<file path="config.mk">
export PLATFORM = sky130hd
export DESIGN_NAME = prime_field_arith_unit_top
export DESIGN_NICKNAME = d
export VERILOG_FILES = /design/src/sv/pfa_pkg.sv /design/src/sv/pfa_datapath.sv /design/src/sv/pfa_ctrl.sv /design/src/sv/prime_field_arith_unit_top.sv
export VERILOG_INCLUDE_DIRS = /design/src /design/src/sv
export SDC_FILE = /design/constraint.sdc
export NUM_CORES = 2
export LEC_CHECK = 0
export ABC_AREA = 0
export BUFFER_PORTS_ARGS = -buffer_cell sky130_fd_sc_hd__buf_2
export CAP_MARGIN = 10
export CORE_ASPECT_RATIO = 0.9
export CORE_MARGIN = 2
export CORE_UTILIZATION = 29
export CTS_CLUSTER_DIAMETER = 120
export CTS_CLUSTER_SIZE = 25
export DETAILED_ROUTE_END_ITERATION = 10
export GPL_ROUTABILITY_DRIVEN = 0
export GPL_TIMING_DRIVEN = 0
export PLACE_DENSITY_LB_ADDON = 0.1
export SYNTH_ARGS = -nofsm -noshare
export SYNTH_HDL_FRONTEND = slang
export SYNTH_SLANG_ARGS = --single-unit
</file>
<file path="constraint.sdc">
create_clock -name clk_i -period 10.9 [get_ports clk_i]
set_input_delay 0.545 -clock clk_i [delete_from_list [all_inputs] [get_ports clk_i]]
set_output_delay 0.545 -clock clk_i [all_outputs]
set_load 0.1 [all_outputs]
</file>
<file path="src/sv/prime_field_arith_unit_top_defines.svh">
// Assertion macros for the modular arithmetic unit.
`ifndef PRIME_FIELD_ARITH_UNIT_TOP_DEFINES_SVH
`define PRIME_FIELD_ARITH_UNIT_TOP_DEFINES_SVH

// Checks that an antecedent implies a consequent in the next cycle.
`define PFA_ASSERT_NEXT(label, clk, rstn, ante, cons, msg) \
  label: assert property (@(posedge clk) disable iff (!rstn) (ante) |=> (cons)) \
    else $error(msg);

// Checks that an antecedent implies a consequent in the same cycle.
`define PFA_ASSERT_NOW(label, clk, rstn, ante, cons, msg) \
  label: assert property (@(posedge clk) disable iff (!rstn) (ante) |-> (cons)) \
    else $error(msg);

`endif

</file>
<file path="src/sv/pfa_pkg.sv">
package pfa_pkg;

  localparam int unsigned WordBitsDefault = 64;
  localparam int unsigned ModBits = 63;
  localparam logic [62:0] ModReset = 63'h1FFF_FFFF_FFFF_FFFF;

  typedef enum logic [2:0] {
    CMD_REDUCE = 3'd0,
    CMD_ADD    = 3'd1,
    CMD_SUB    = 3'd2,
    CMD_MUL    = 3'd3,
    CMD_INV    = 3'd4
  } cmd_e;

  typedef enum logic [1:0] {
    STATUS_OK      = 2'd0,
    STATUS_ZERO    = 2'd1,
    STATUS_NOT_INV = 2'd2
  } status_e;

  typedef enum logic [3:0] {
    ST_IDLE,
    ST_RED_A,
    ST_RED_B,
    ST_OP,
    ST_MUL,
    ST_INV_DIV,
    ST_INV_MUL,
    ST_INV_UPD,
    ST_INV_END,
    ST_INV_NEXT,
    ST_OUT
  } state_e;

  typedef enum logic [3:0] {
    OP_NONE,
    OP_LOAD,
    OP_RED_A_STEP,
    OP_RED_B_STEP,
    OP_SIMPLE,
    OP_MUL_STEP,
    OP_INV_INIT,
    OP_DIV_STEP,
    OP_IMUL_INIT,
    OP_IMUL_STEP,
    OP_INV_UPD,
    OP_INV_FIN,
    OP_ZERO_OUT
  } op_e;

  typedef struct packed {
    op_e op;
  } dp_cmd_t;

  typedef struct packed {
    logic step_last;
    logic nr_zero;
    logic a_zero;
    logic [2:0] cmd;
  } dp_status_t;

endpackage

</file>
<file path="src/sv/pfa_datapath.sv">
module pfa_datapath import pfa_pkg::*; #(
  parameter int unsigned WORD_BITS = WordBitsDefault
) (
  input  logic                 clk_i,
  input  logic                 rst_ni,
  input  logic [ModBits-1:0]   mod_i,
  input  logic [2:0]           cmd_i,
  input  logic [WORD_BITS-1:0] a_i,
  input  logic [WORD_BITS-1:0] b_i,
  input  dp_cmd_t              dp_cmd_i,
  output dp_status_t           dp_status_o,
  output logic [ModBits-1:0]   result_o,
  output logic [1:0]           status_o
);

  localparam int unsigned CntBits = 7;
  localparam int unsigned W = ModBits + 1;

  logic [ModBits-1:0] m;
  assign m = (mod_i < ModBits'(2)) ? ModBits'(2) : mod_i;

  logic [2:0]           cmd_q, cmd_d;
  logic [WORD_BITS-1:0] a_q, a_d, b_q, b_d;
  logic [W-1:0]         rem_q, rem_d;
  logic [ModBits-1:0]   ar_q, ar_d, br_q, br_d;
  logic [ModBits-1:0]   r_q, r_d, nr_q, nr_d, t_q, t_d, nt_q, nt_d;
  logic [ModBits-1:0]   q_q, q_d, acc_q, acc_d;
  logic [CntBits-1:0]   cnt_q, cnt_d;
  logic [ModBits-1:0]   res_q, res_d;
  logic [1:0]           st_q, st_d;

  logic [W-1:0]       trial;
  logic [ModBits-1:0] accd, acca, divisor, sel_x, sel_y;
  logic               bit_in;

  function automatic logic [ModBits-1:0] addm(input logic [ModBits-1:0] x,
                                              input logic [ModBits-1:0] y,
                                              input logic [ModBits-1:0] md);
    logic [W-1:0] s;
    s = {1'b0, x} + {1'b0, y};
    addm = (s >= {1'b0, md}) ? ModBits'(s - {1'b0, md}) : ModBits'(s);
  endfunction

  always_comb begin
    bit_in = 1'b0;
    divisor = m;
    sel_x = ar_q;
    sel_y = br_q;
    if (dp_cmd_i.op == OP_RED_A_STEP) begin
      bit_in = a_q[cnt_q[$clog2(WORD_BITS)-1:0]];
    end else if (dp_cmd_i.op == OP_RED_B_STEP) begin
      bit_in = b_q[cnt_q[$clog2(WORD_BITS)-1:0]];
    end else begin
      bit_in = r_q[cnt_q[5:0]];
      divisor = nr_q;
    end
    if (dp_cmd_i.op == OP_IMUL_STEP) begin
      sel_x = nt_q;
      sel_y = q_q;
    end
    trial = {rem_q[W-2:0], bit_in};
    accd = addm(acc_q, acc_q, m);
    acca = addm(accd, sel_x, m);
  end

  logic [W-1:0] trial_sub;
  logic         trial_ge;
  assign trial_sub = trial - {1'b0, divisor};
  assign trial_ge  = trial >= {1'b0, divisor};

  always_comb begin
    cmd_d = cmd_q; a_d = a_q; b_d = b_q; rem_d = rem_q;
    ar_d = ar_q; br_d = br_q; r_d = r_q; nr_d = nr_q; t_d = t_q; nt_d = nt_q;
    q_d = q_q; acc_d = acc_q; cnt_d = cnt_q; res_d = res_q; st_d = st_q;
    case (dp_cmd_i.op)
      OP_LOAD: begin
        cmd_d = cmd_i; a_d = a_i; b_d = b_i; rem_d = '0;
        cnt_d = CntBits'(WORD_BITS - 1);
      end
      OP_RED_A_STEP, OP_RED_B_STEP: begin
        rem_d = trial_ge ? trial_sub : trial;
        cnt_d = cnt_q - 1'b1;
        if (cnt_q == '0) begin
          if (dp_cmd_i.op == OP_RED_A_STEP) begin
            ar_d = trial_ge ? ModBits'(trial_sub) : ModBits'(trial);
          end else begin
            br_d = trial_ge ? ModBits'(trial_sub) : ModBits'(trial);
          end
          rem_d = '0;
          cnt_d = CntBits'(WORD_BITS - 1);
        end
      end
      OP_SIMPLE: begin
        st_d = STATUS_OK;
        res_d = '0;
        acc_d = '0;
        cnt_d = CntBits'(ModBits - 1);
        case (cmd_q)
          CMD_REDUCE: res_d = ar_q;
          CMD_ADD:    res_d = addm(ar_q, br_q, m);
          CMD_SUB:    res_d = (ar_q >= br_q) ? ar_q - br_q : ar_q + (m - br_q);
          default:    res_d = '0;
        endcase
      end
      OP_MUL_STEP, OP_IMUL_STEP: begin
        acc_d = sel_y[cnt_q[5:0]] ? acca : accd;
        cnt_d = cnt_q - 1'b1;
        if (dp_cmd_i.op == OP_MUL_STEP && cnt_q == '0) begin
          res_d = sel_y[0] ? acca : accd;
        end
      end
      OP_INV_INIT: begin
        r_d = m; nr_d = ar_q; t_d = '0; nt_d = ModBits'(1);
        rem_d = '0; q_d = '0; cnt_d = CntBits'(ModBits - 1);
      end
      OP_DIV_STEP: begin
        rem_d = trial_ge ? trial_sub : trial;
        q_d = {q_q[ModBits-2:0], trial_ge};
        cnt_d = cnt_q - 1'b1;
      end
      OP_IMUL_INIT: begin
        acc_d = '0; cnt_d = CntBits'(ModBits - 1);
      end
      OP_INV_UPD: begin
        r_d = nr_q;
        nr_d = ModBits'(rem_q);
        t_d = nt_q;
        nt_d = (t_q >= acc_q) ? t_q - acc_q : t_q + (m - acc_q);
        rem_d = '0; q_d = '0; cnt_d = CntBits'(ModBits - 1);
      end
      OP_INV_FIN: begin
        if (r_q > ModBits'(1)) begin
          res_d = '0; st_d = STATUS_NOT_INV;
        end else begin
          res_d = t_q; st_d = STATUS_OK;
        end
      end
      OP_ZERO_OUT: begin
        res_d = '0; st_d = STATUS_ZERO;
      end
      default: ;
    endcase
  end

  always_ff @(posedge clk_i or negedge rst_ni) begin
    if (!rst_ni) begin
      cnt_q <= '0;
    end else begin
      cnt_q <= cnt_d;
    end
  end

  always_ff @(posedge clk_i) begin
    cmd_q <= cmd_d; a_q <= a_d; b_q <= b_d; rem_q <= rem_d;
    ar_q <= ar_d; br_q <= br_d; r_q <= r_d; nr_q <= nr_d; t_q <= t_d;
    nt_q <= nt_d; q_q <= q_d; acc_q <= acc_d; res_q <= res_d; st_q <= st_d;
  end

  assign dp_status_o.step_last = (cnt_q == '0);
  assign dp_status_o.nr_zero   = (nr_q == '0);
  assign dp_status_o.a_zero    = (a_q == '0);
  assign dp_status_o.cmd       = cmd_q;
  assign result_o = res_q;
  assign status_o = st_q;

endmodule

</file>
<file path="src/sv/pfa_ctrl.sv">
module pfa_ctrl import pfa_pkg::*; (
  input  logic       clk_i,
  input  logic       rst_ni,
  input  logic       in_valid_i,
  output logic       in_ready_o,
  output logic       out_valid_o,
  input  logic       out_ready_i,
  output logic       cfg_ready_o,
  input  dp_status_t dp_status_i,
  output dp_cmd_t    dp_cmd_o
);

  state_e state_q, state_d;

  always_ff @(posedge clk_i or negedge rst_ni) begin
    if (!rst_ni) begin
      state_q <= ST_IDLE;
    end else begin
      state_q <= state_d;
    end
  end

  always_comb begin
    state_d = state_q;
    dp_cmd_o.op = OP_NONE;
    in_ready_o = 1'b0;
    out_valid_o = 1'b0;
    cfg_ready_o = (state_q == ST_IDLE);
    case (state_q)
      ST_IDLE: begin
        in_ready_o = 1'b1;
        if (in_valid_i) begin
          dp_cmd_o.op = OP_LOAD;
          state_d = ST_RED_A;
        end
      end
      ST_RED_A: begin
        dp_cmd_o.op = OP_RED_A_STEP;
        if (dp_status_i.step_last) state_d = ST_RED_B;
      end
      ST_RED_B: begin
        dp_cmd_o.op = OP_RED_B_STEP;
        if (dp_status_i.step_last) state_d = ST_OP;
      end
      ST_OP: begin
        if (dp_status_i.cmd == CMD_INV) begin
          if (dp_status_i.a_zero) begin
            dp_cmd_o.op = OP_ZERO_OUT;
            state_d = ST_OUT;
          end else begin
            dp_cmd_o.op = OP_INV_INIT;
            state_d = ST_INV_END;
          end
        end else begin
          dp_cmd_o.op = OP_SIMPLE;
          state_d = (dp_status_i.cmd == CMD_MUL) ? ST_MUL : ST_OUT;
        end
      end
      ST_MUL: begin
        dp_cmd_o.op = OP_MUL_STEP;
        if (dp_status_i.step_last) state_d = ST_OUT;
      end
      ST_INV_END: begin
        if (dp_status_i.nr_zero) begin
          dp_cmd_o.op = OP_INV_FIN;
          state_d = ST_OUT;
        end else begin
          state_d = ST_INV_DIV;
        end
      end
      ST_INV_DIV: begin
        dp_cmd_o.op = OP_DIV_STEP;
        if (dp_status_i.step_last) begin
          state_d = ST_INV_MUL;
        end
      end
      ST_INV_MUL: begin
        dp_cmd_o.op = OP_IMUL_INIT;
        state_d = ST_INV_UPD;
      end
      ST_INV_UPD: begin
        dp_cmd_o.op = OP_IMUL_STEP;
        if (dp_status_i.step_last) state_d = ST_INV_NEXT;
      end
      ST_INV_NEXT: begin
        dp_cmd_o.op = OP_INV_UPD;
        state_d = ST_INV_END;
      end
      ST_OUT: begin
        out_valid_o = 1'b1;
        if (out_ready_i) state_d = ST_IDLE;
      end
      default: state_d = ST_IDLE;
    endcase
  end

endmodule

</file>
<file path="src/sv/prime_field_arith_unit_top.sv">
// Reduce, add, subtract and unused commands reduce both operands bit-serially modulo the modulus, then
// compute the result in one operation state; multiply then adds a bit-serial double-and-add pass.
// Inverse runs Euclid steps, each with the divider, the multiplier and the ST_INV_MUL, ST_INV_NEXT
// and ST_INV_END control states.
// One request is in work at a time; the next is accepted in the cycle after the result is taken.
// Reset is asynchronous active low and loads the modulus with 2^61-1.
`include "prime_field_arith_unit_top_defines.svh"
module prime_field_arith_unit_top import pfa_pkg::*; #(
  parameter int unsigned WORD_BITS = WordBitsDefault
) (
  input  logic                 clk_i,
  input  logic                 rst_ni,
  input  logic                 s_axis_tvalid,
  output logic                 s_axis_tready,
  // operand_a, operand_b
  input  logic [2*WORD_BITS-1:0] s_axis_tdata,
  // command
  input  logic [2:0]           s_axis_tuser,
  output logic                 m_axis_tvalid,
  input  logic                 m_axis_tready,
  // result
  output logic [63:0]          m_axis_tdata,
  // status
  output logic [1:0]           m_axis_tuser,
  input  logic                 cfg_valid_i,
  output logic                 cfg_ready_o,
  input  logic [ModBits-1:0]   cfg_data_i
);

  logic [ModBits-1:0] mod_q;
  dp_cmd_t    dp_cmd;
  dp_status_t dp_status;
  logic [ModBits-1:0] result;

  always_ff @(posedge clk_i or negedge rst_ni) begin
    if (!rst_ni) begin
      mod_q <= ModReset;
    end else if (cfg_valid_i && cfg_ready_o) begin
      mod_q <= cfg_data_i;
    end
  end

  pfa_ctrl u_ctrl (
    .clk_i, .rst_ni,
    .in_valid_i(s_axis_tvalid), .in_ready_o(s_axis_tready),
    .out_valid_o(m_axis_tvalid), .out_ready_i(m_axis_tready),
    .cfg_ready_o, .dp_status_i(dp_status), .dp_cmd_o(dp_cmd)
  );

  pfa_datapath #(.WORD_BITS(WORD_BITS)) u_dp (
    .clk_i, .rst_ni, .mod_i(mod_q), .cmd_i(s_axis_tuser),
    .a_i(s_axis_tdata[WORD_BITS-1:0]), .b_i(s_axis_tdata[2*WORD_BITS-1:WORD_BITS]),
    .dp_cmd_i(dp_cmd), .dp_status_o(dp_status),
    .result_o(result), .status_o(m_axis_tuser)
  );

  assign m_axis_tdata = {1'b0, result};

  `PFA_ASSERT_NEXT(a_hold, clk_i, rst_ni, m_axis_tvalid && !m_axis_tready, m_axis_tvalid, "result dropped")
  `PFA_ASSERT_NOW(a_excl, clk_i, rst_ni, m_axis_tvalid, !s_axis_tready, "busy overlap")
  `PFA_ASSERT_NOW(a_err, clk_i, rst_ni, m_axis_tvalid && m_axis_tuser != STATUS_OK, result == '0, "error result")

endmodule
</file>
* Word level (Yosys, flattened, before mapping)
Index checks and enable logic that the tools add are counted.
** Word-level totals
- Bits of input ports :: 199
- Flip-flop bits (word level) :: 837
- Output and inout bits :: 69
** Cells by class
- Bitwise operators :: 1
- Equality and inequality tests :: 34
- Muxes and demuxes :: 59
- $add $sub $neg :: 14
- $lt $le $gt $ge :: 9
- Reduce and logical (&&, ||, !) cells :: 25
** Operators with widths (number)
- 63-bit 2-to-1 mux :: 17
- 63-bit one-hot mux with 2 select lines :: 6
- 63-bit subtractor :: 8
- 63-bit one-hot mux with 3 select lines :: 2
- 64-bit by 63-bit greater-or-equal comparator with 1-bit output :: 4
- 63-bit one-hot mux with 4 select lines :: 1
- 63-bit by 63-bit adder with 64-bit output :: 3
- 63-bit adder :: 2
- 63-bit greater-or-equal comparator :: 2
- 64-bit logical NOT :: 1
- 63-bit by 1-bit > comparator with 1-bit output (second input constant) :: 1
- 63-bit logical NOT :: 1
- 63-bit by 2-bit < comparator with 1-bit output (second input constant) :: 1
- 4-bit 2-to-1 mux :: 13
- 4-bit one-hot mux with 11 select lines :: 1
- 4-bit one-hot mux with 10 select lines :: 1
- 4-bit by 3-bit == test with 1-bit output (second input constant) :: 8
- 4-bit == test (second input constant) :: 8
- 7-bit one-hot mux with 4 select lines :: 1
- 1-bit binary-select mux with 6-bit select :: 4
- 4-bit by 2-bit == test with 1-bit output (second input constant) :: 4
- 2-bit != test (second input constant) :: 7
- 1-bit 2-to-1 mux :: 9
- 4-bit by 1-bit == test with 1-bit output (second input constant) :: 2
- other kinds (23) :: 35

* Longest topological paths before layout
- Depth in word-level cells :: 12
- Depth in mapped cells :: 50
- Gate-level depth less buffers :: 45

* By module
A second synthesis with hierarchy kept.
** Unflattened totals
- Cell total of the unflattened synthesis :: 8712
- Area, all modules :: 77988.5 µm²
** Modules (own cells, without submodules)
- pfa_datapath :: cells an instance 8503, area an instance 74960.6 µm², sequential area each 23087.1 µm², times used 1
- prime_field_arith_unit_top :: cells an instance 135, area an instance 2486.1 µm², sequential area each 1652.8 µm², times used 1
- pfa_ctrl :: cells an instance 74, area an instance 541.8 µm², sequential area each 100.1 µm², times used 1

* Worst setup path after synthesis
No wires, ideal clock.
- Path kind :: reg-to-reg
- Start point :: register u_dp.nr_q[31]
- End point :: register u_dp.nr_q[0], enable pin
- Arrival time :: 9.212 ns
- Stages on the path, launching flop included :: 9
- Data required time :: 10.187 ns
- Buffers on the path :: 2
- Library setup time :: 0.713 ns
- Slack :: 0.975 ns
- Cells stage by stage :: edfxtp_1 > nor4_1 > nand4_1 > nor4_1 > nand3b_1 > nor2b_1 > nor2_1 > clkbuf_1 > buf_1
** On the way
- Cells in the longest elaborated chain, start to end :: 5
** RTL lines
- start, declared :: RTL line pfa_datapath.sv:26 : logic [ModBits-1:0] r_q, r_d, nr_q, nr_d, t_q, t_d, nt_q, nt_d;
- start signal, assigned :: RTL line pfa_datapath.sv:155 : ar_q <= ar_d; br_q <= br_d; r_q <= r_d; nr_q <= nr_d; t_q <= t_d;
- 63-bit logical NOT (*) :: RTL line pfa_datapath.sv:160 : assign dp_status_o.nr_zero = (nr_q == '0);
- 4-bit 2-to-1 mux (*) :: RTL line pfa_ctrl.sv:64 : if (dp_status_i.nr_zero) begin
- 4-bit one-hot mux with 10 select lines (*) :: RTL line pfa_ctrl.sv:29 : case (state_q)
- 4-bit by 3-bit == test with 1-bit output or 4-bit == test (tied branches) :: RTL line pfa_datapath.sv:75 : case (dp_cmd_i.op)
- 2-bit nonzero test (no source line) (*)
Mark *: on every way between the ends. The rest lies on a longest branch, timed or not.
A chain may end at the register's enable or synchronous reset.

* Worst setup path in the final report
- Start point :: register mod_q[10]
- End point :: register u_dp.res_q[50] (netlist: u_dp.result_o[50]) (data pin)
** On the way
- Cells in the longest elaborated chain, start to end :: 10
** RTL lines
- start, declared :: RTL line prime_field_arith_unit_top.sv:30 : logic [ModBits-1:0] mod_q;
- start signal, assigned :: RTL line prime_field_arith_unit_top.sv:37 : mod_q <= ModReset;
- start signal, assigned :: RTL line prime_field_arith_unit_top.sv:39 : mod_q <= cfg_data_i;
- 63-bit by 2-bit < comparator with 1-bit output :: RTL line pfa_datapath.sv:20 : assign m = (mod_i < ModBits'(2)) ? ModBits'(2) : mod_i;
- 63-bit 2-to-1 mux (*) :: RTL line pfa_datapath.sv:20
- 63-bit subtractor or 64-bit by 63-bit greater-or-equal comparator with 1-bit output (tied branches) :: RTL line pfa_datapath.sv:41 : addm = (s >= {1'b0, md}) ? ModBits'(s - {1'b0, md}) : ModBits'(s);
- 63-bit 2-to-1 mux :: RTL line pfa_datapath.sv:41
- 63-bit by 63-bit adder with 64-bit output :: RTL line pfa_datapath.sv:40 : s = {1'b0, x} + {1'b0, y};
- 63-bit subtractor or 64-bit by 63-bit greater-or-equal comparator with 1-bit output (tied branches) :: RTL line pfa_datapath.sv:41
- 63-bit 2-to-1 mux :: RTL line pfa_datapath.sv:41
- 63-bit 2-to-1 mux :: RTL line pfa_datapath.sv:109 : res_d = sel_y[0] ? acca : accd;
- 63-bit 2-to-1 mux :: RTL line pfa_datapath.sv:108 : if (dp_cmd_i.op == OP_MUL_STEP && cnt_q == '0) begin
- 63-bit one-hot mux with 4 select lines (*) :: RTL line pfa_datapath.sv:75
- named net u_dp.res_d[50] :: RTL line pfa_datapath.sv:29 : logic [ModBits-1:0] res_q, res_d;
- end signal, assigned :: RTL line pfa_datapath.sv:156 : nt_q <= nt_d; q_q <= q_d; acc_q <= acc_d; res_q <= res_d; st_q <= st_d;
- end, declared :: RTL line pfa_datapath.sv:29
Mark *: on every way through the listed nets, which the timed path passes. The rest lies on a longest branch. The select of a mux whose other input is x is not followed.

==> results.py <==
metrics = {
    "run_status": {
        "outcome": "finished with violations",
        "failed_checks": "max-capacitance violations, max-slew violations, negative setup slack",
    },
    "global_route": {
        "grt_pass1_vias": 71100,
        "grt_first_pass_wirelength_um": 551000,
        "grt_max_degree": 74,
        "antenna_found_initial": 31,
        "grt_use_total_pct": 27.4,
        "grt_remaining_overflow": 0,
    },
    "placed_design": {
        "place_inst": 13200,
        "io_buffers": 266,
        "placed_area_um2": 87600,
        "dp_hpwl_um": 341000,
        "post-place-ws_ns": -4.77,
    },
    "timing": {
        "finalHoldViolCount": 0,
        "setup_viol": 123,
        "report.final.slew_viol_count": 54,
        "skew_ns": 0.0442,
        "period_share_pct": 107,
        "worst_pin_slew_ns": 1.54,
        "slew_headroom_pct": -2.59,
        "tns_ns": -44.54,
        "setup_ws_ns": -0.728,
        "fmax_mhz": 86.0,
        "finalCriticalPeriod_ns": 11.63,
        "rsz0062_at_grt": "yes",
    },
    "synthesis": {
        "yosysTopAreaCell": "edfxtp_1",
        "syn_nets": 10100,
        "syn_area_um2": 80700,
        "synth_top_area_share_pct": 28.4,
        "ys.warnings.count": 0,
        "muxShareOfSynthArea_pct": 6.44,
        "synth_top_family_by_area": "compound AO/OA/AOI/OAI gates",
        "ys_dominant_reg_cell": "edfxtp_1",
        "seq_area_frac_synth_pct": 30.8,
        "synth_simple_gate_area_share_pct": 15.3,
        "synth_compound_area_share_pct": 22.1,
        "synth-async-reset-ratio_pct": 8.84,
        "synth_cell_types": 119,
        "synth_edf_count": 763,
        "avgSynthCellArea_um2": 8.80,
        "synthCells": 9174,
        "ys_ff_latch": 837,
        "ys_top_cells_by_area": "edfxtp_1 (28%), ha_1 (9.8%), a21oi_1 (5.3%), xnor2_1 (4.3%), inv_1 (3.8%)",
        "synth-xor-area-share_pct": 6.22,
        "synth_fa_ha_area_share_pct": 13.1,
    },
    "critical_path": {
        "crit_required_ns": 11.31,
        "max_stage_delay_ns": 0.58,
        "end_kind": "flip-flop",
        "cp.arrival_ns": 12.04,
        "crit_path_max_fanout": 9,
        "critical_path_class": "flip-flop to flip-flop",
        "r2r_slack_ns": -0.73,
        "slowest_stage": "dfstp_4",
        "r2r_cells": 48,
        "r2r_start": "mod_q[10]$_DFFE_PN1P_",
        "r2r-end": "u_dp.result_o[50]$_DFFE_PP_",
        "worstSetupStartpointType": "flip-flop",
        "crit_start": "mod_q[10]$_DFFE_PN1P_",
    },
    "floorplan": {
        "core-area_um2": 277000,
        "start_util_pct": 29.2,
        "ios": 268,
        "fp.dieW_um": 560,
        "fp-row-count": 183,
        "die_y_um": 505,
        "die_area_um2": 283000,
    },
    "drt": {
        "vias": 77200,
        "totalWireLength_um": 405000,
        "wl_per_cell_um": 29.8,
        "drcViolationCount": 0,
        "ant_nets": 0,
        "vias_per_cell": 5.67,
        "first_pass_iters": 7,
        "dr.first_iter.drc_count": 10500,
    },
    "finish": {
        "top_regs": "u_dp.a_q x64, u_dp.b_q x64",
        "stdcell_count": 13600,
        "final_common_cell": "a21oi_1",
        "fin_nets": 10800,
        "n_fill_cell": 29200,
        "stdcell_area_um2": 95000,
        "final_cell_mix": "a21oi_1 (828), inv_1 (819), nand2_1 (771), edfxtp_1 (763), nor2_1 (647)",
        "syn_to_final_growth_pct": 17.7,
        "drive_gt1_share_pct": 13.8,
    },
    "clock_network": {
        "cts_tree": "yes",
        "clkLatencyLatePin_ns": 0.76,
        "cts_buffers": 50,
        "htree_levels": 2,
        "path_clk_slew_ns": 0.10,
        "cts.path.max_buffers": 3,
        "cts-root-buf": "clkbuf_16",
        "cts.sinks": 837,
    },
    "hold_path": {
        "hold_start": "cfg_data_i[12]",
        "min_path_type": "input port to flip-flop",
        "holdPathEnd": "mod_q[12]$_DFFE_PN1P_",
        "min_path_cells": 2,
    },
    "job": {
        "maxCapViolations": 7,
    },
}
==> cell type report <==
| cell class | count | area, um^2 | share of cell area [%] |
|---|---|---|---|
| antenna | 23 | 57.6 | 0.0606 |
| multi-input combinational | 7106 | 53400 | 56.2 |
| timing repair buffer | 630 | 5220 | 5.50 |
| tap | 3700 | 4630 | 4.87 |
| buffer | 386 | 1950 | 2.05 |
| clock buffer | 70 | 1350 | 1.42 |
| sequential | 837 | 24900 | 26.2 |
| clock inverter | 24 | 390 | 0.411 |
| inverter | 832 | 3140 | 3.30 |
==> routing by layer <==
metal | routed length [um] | vias up | track usage, %
li1 | - | 34700 | -
met1 | 181000 | 38300 | 38.9
met2 | 166000 | 3704 | 39.4
met3 | 42200 | 458 | 7.68
met4 | 16300 | 4 | 9.66
met5 | 32 | - | 0
==> per-stage QoR <==
| step | utilization [%] | hold WS (ns) |
|---|---|---|
| final | 34.3 | 0.0480 |
| after floorplan | - | 0.249 |
| after detailed placement | 31.7 | 0.537 |
| after CTS | 33.9 | 0.00192 |
| after global placement | 31.3 | 0.520 |
| after global routing | 34.3 | 0.0317 |
==> cells in the mapped netlist (85+ instances only) <==
master and n:
nor2b_1 126, nor3_1 122, nor2_1 667, o211ai_1 85, edfxtp_1 763, o21ai_0 612
ha_1 631, nand2_1 788, xor2_1 180, a211oi_1 123, a21oi_1 858, a21o_1 292
nor4_1 105, inv_1 827, o21bai_1 138, mux2_2 100, mux2i_1 167, nand3_1 175
fa_1 132, and2_1 163, nand4_1 120, xnor2_1 393, clkbuf_1 288, nand2b_1 87
a31oi_1 86
==> worst max-delay path by stage <==
stage / to / slack [ns] / depth (start not counted)
floorplan: u_dp.nr_q[0]$_DFFE_PP_ / 0.97 / 8
global route: u_dp.result_o[23]$_DFFE_PP_ / -0.77 / 49
finish: u_dp.result_o[50]$_DFFE_PP_ / -0.73 / 48
detailed placement: u_dp.result_o[22]$_DFFE_PP_ / -4.77 / 46
CTS: u_dp.result_o[49]$_DFFE_PP_ / -0.36 / 42
global placement: u_dp.nt_q[59]$_SDFFCE_PN0P_ / -6.98 / 8
==> repair_timing <==
item,in CTS,in global routing
resized for setup,416,144
buffers inserted,99,36
pin swaps,120,76
cloned,3,0
hold buffers,181,0
endpoints found under the hold margin,191,0
setup endpoints to repair,126,126
==> cell families (layout without fill, tap and decap cells) <==
logic type / after synthesis / after routing
buffers and inverters: 1231 / 1942
AO/OA/AOI/OAI: 2786 / 2786
flip-flops: 837 / 837
other: 1 / 24
XOR/XNOR: 573 / 573
adder cells (fa/ha/maj): 763 / 763
multiplexers: 393 / 393
AND/OR/NAND/NOR: 2590 / 2590
==> critical path: cells and delay by family (launching register included) <==
family	cells	cell delay [ns]
AO/OA/AOI/OAI	21	5.47
AND/OR/NAND/NOR	11	2.24
buffers and inverters	10	1.61
adder cells (fa/ha/maj)	3	0.67
flip-flops	1	0.58
multiplexers	2	0.44
XOR/XNOR	1	0.13
Power is not shown: default switching activity piles up to over one toggle a cycle in this logic, so the estimate is an artifact.
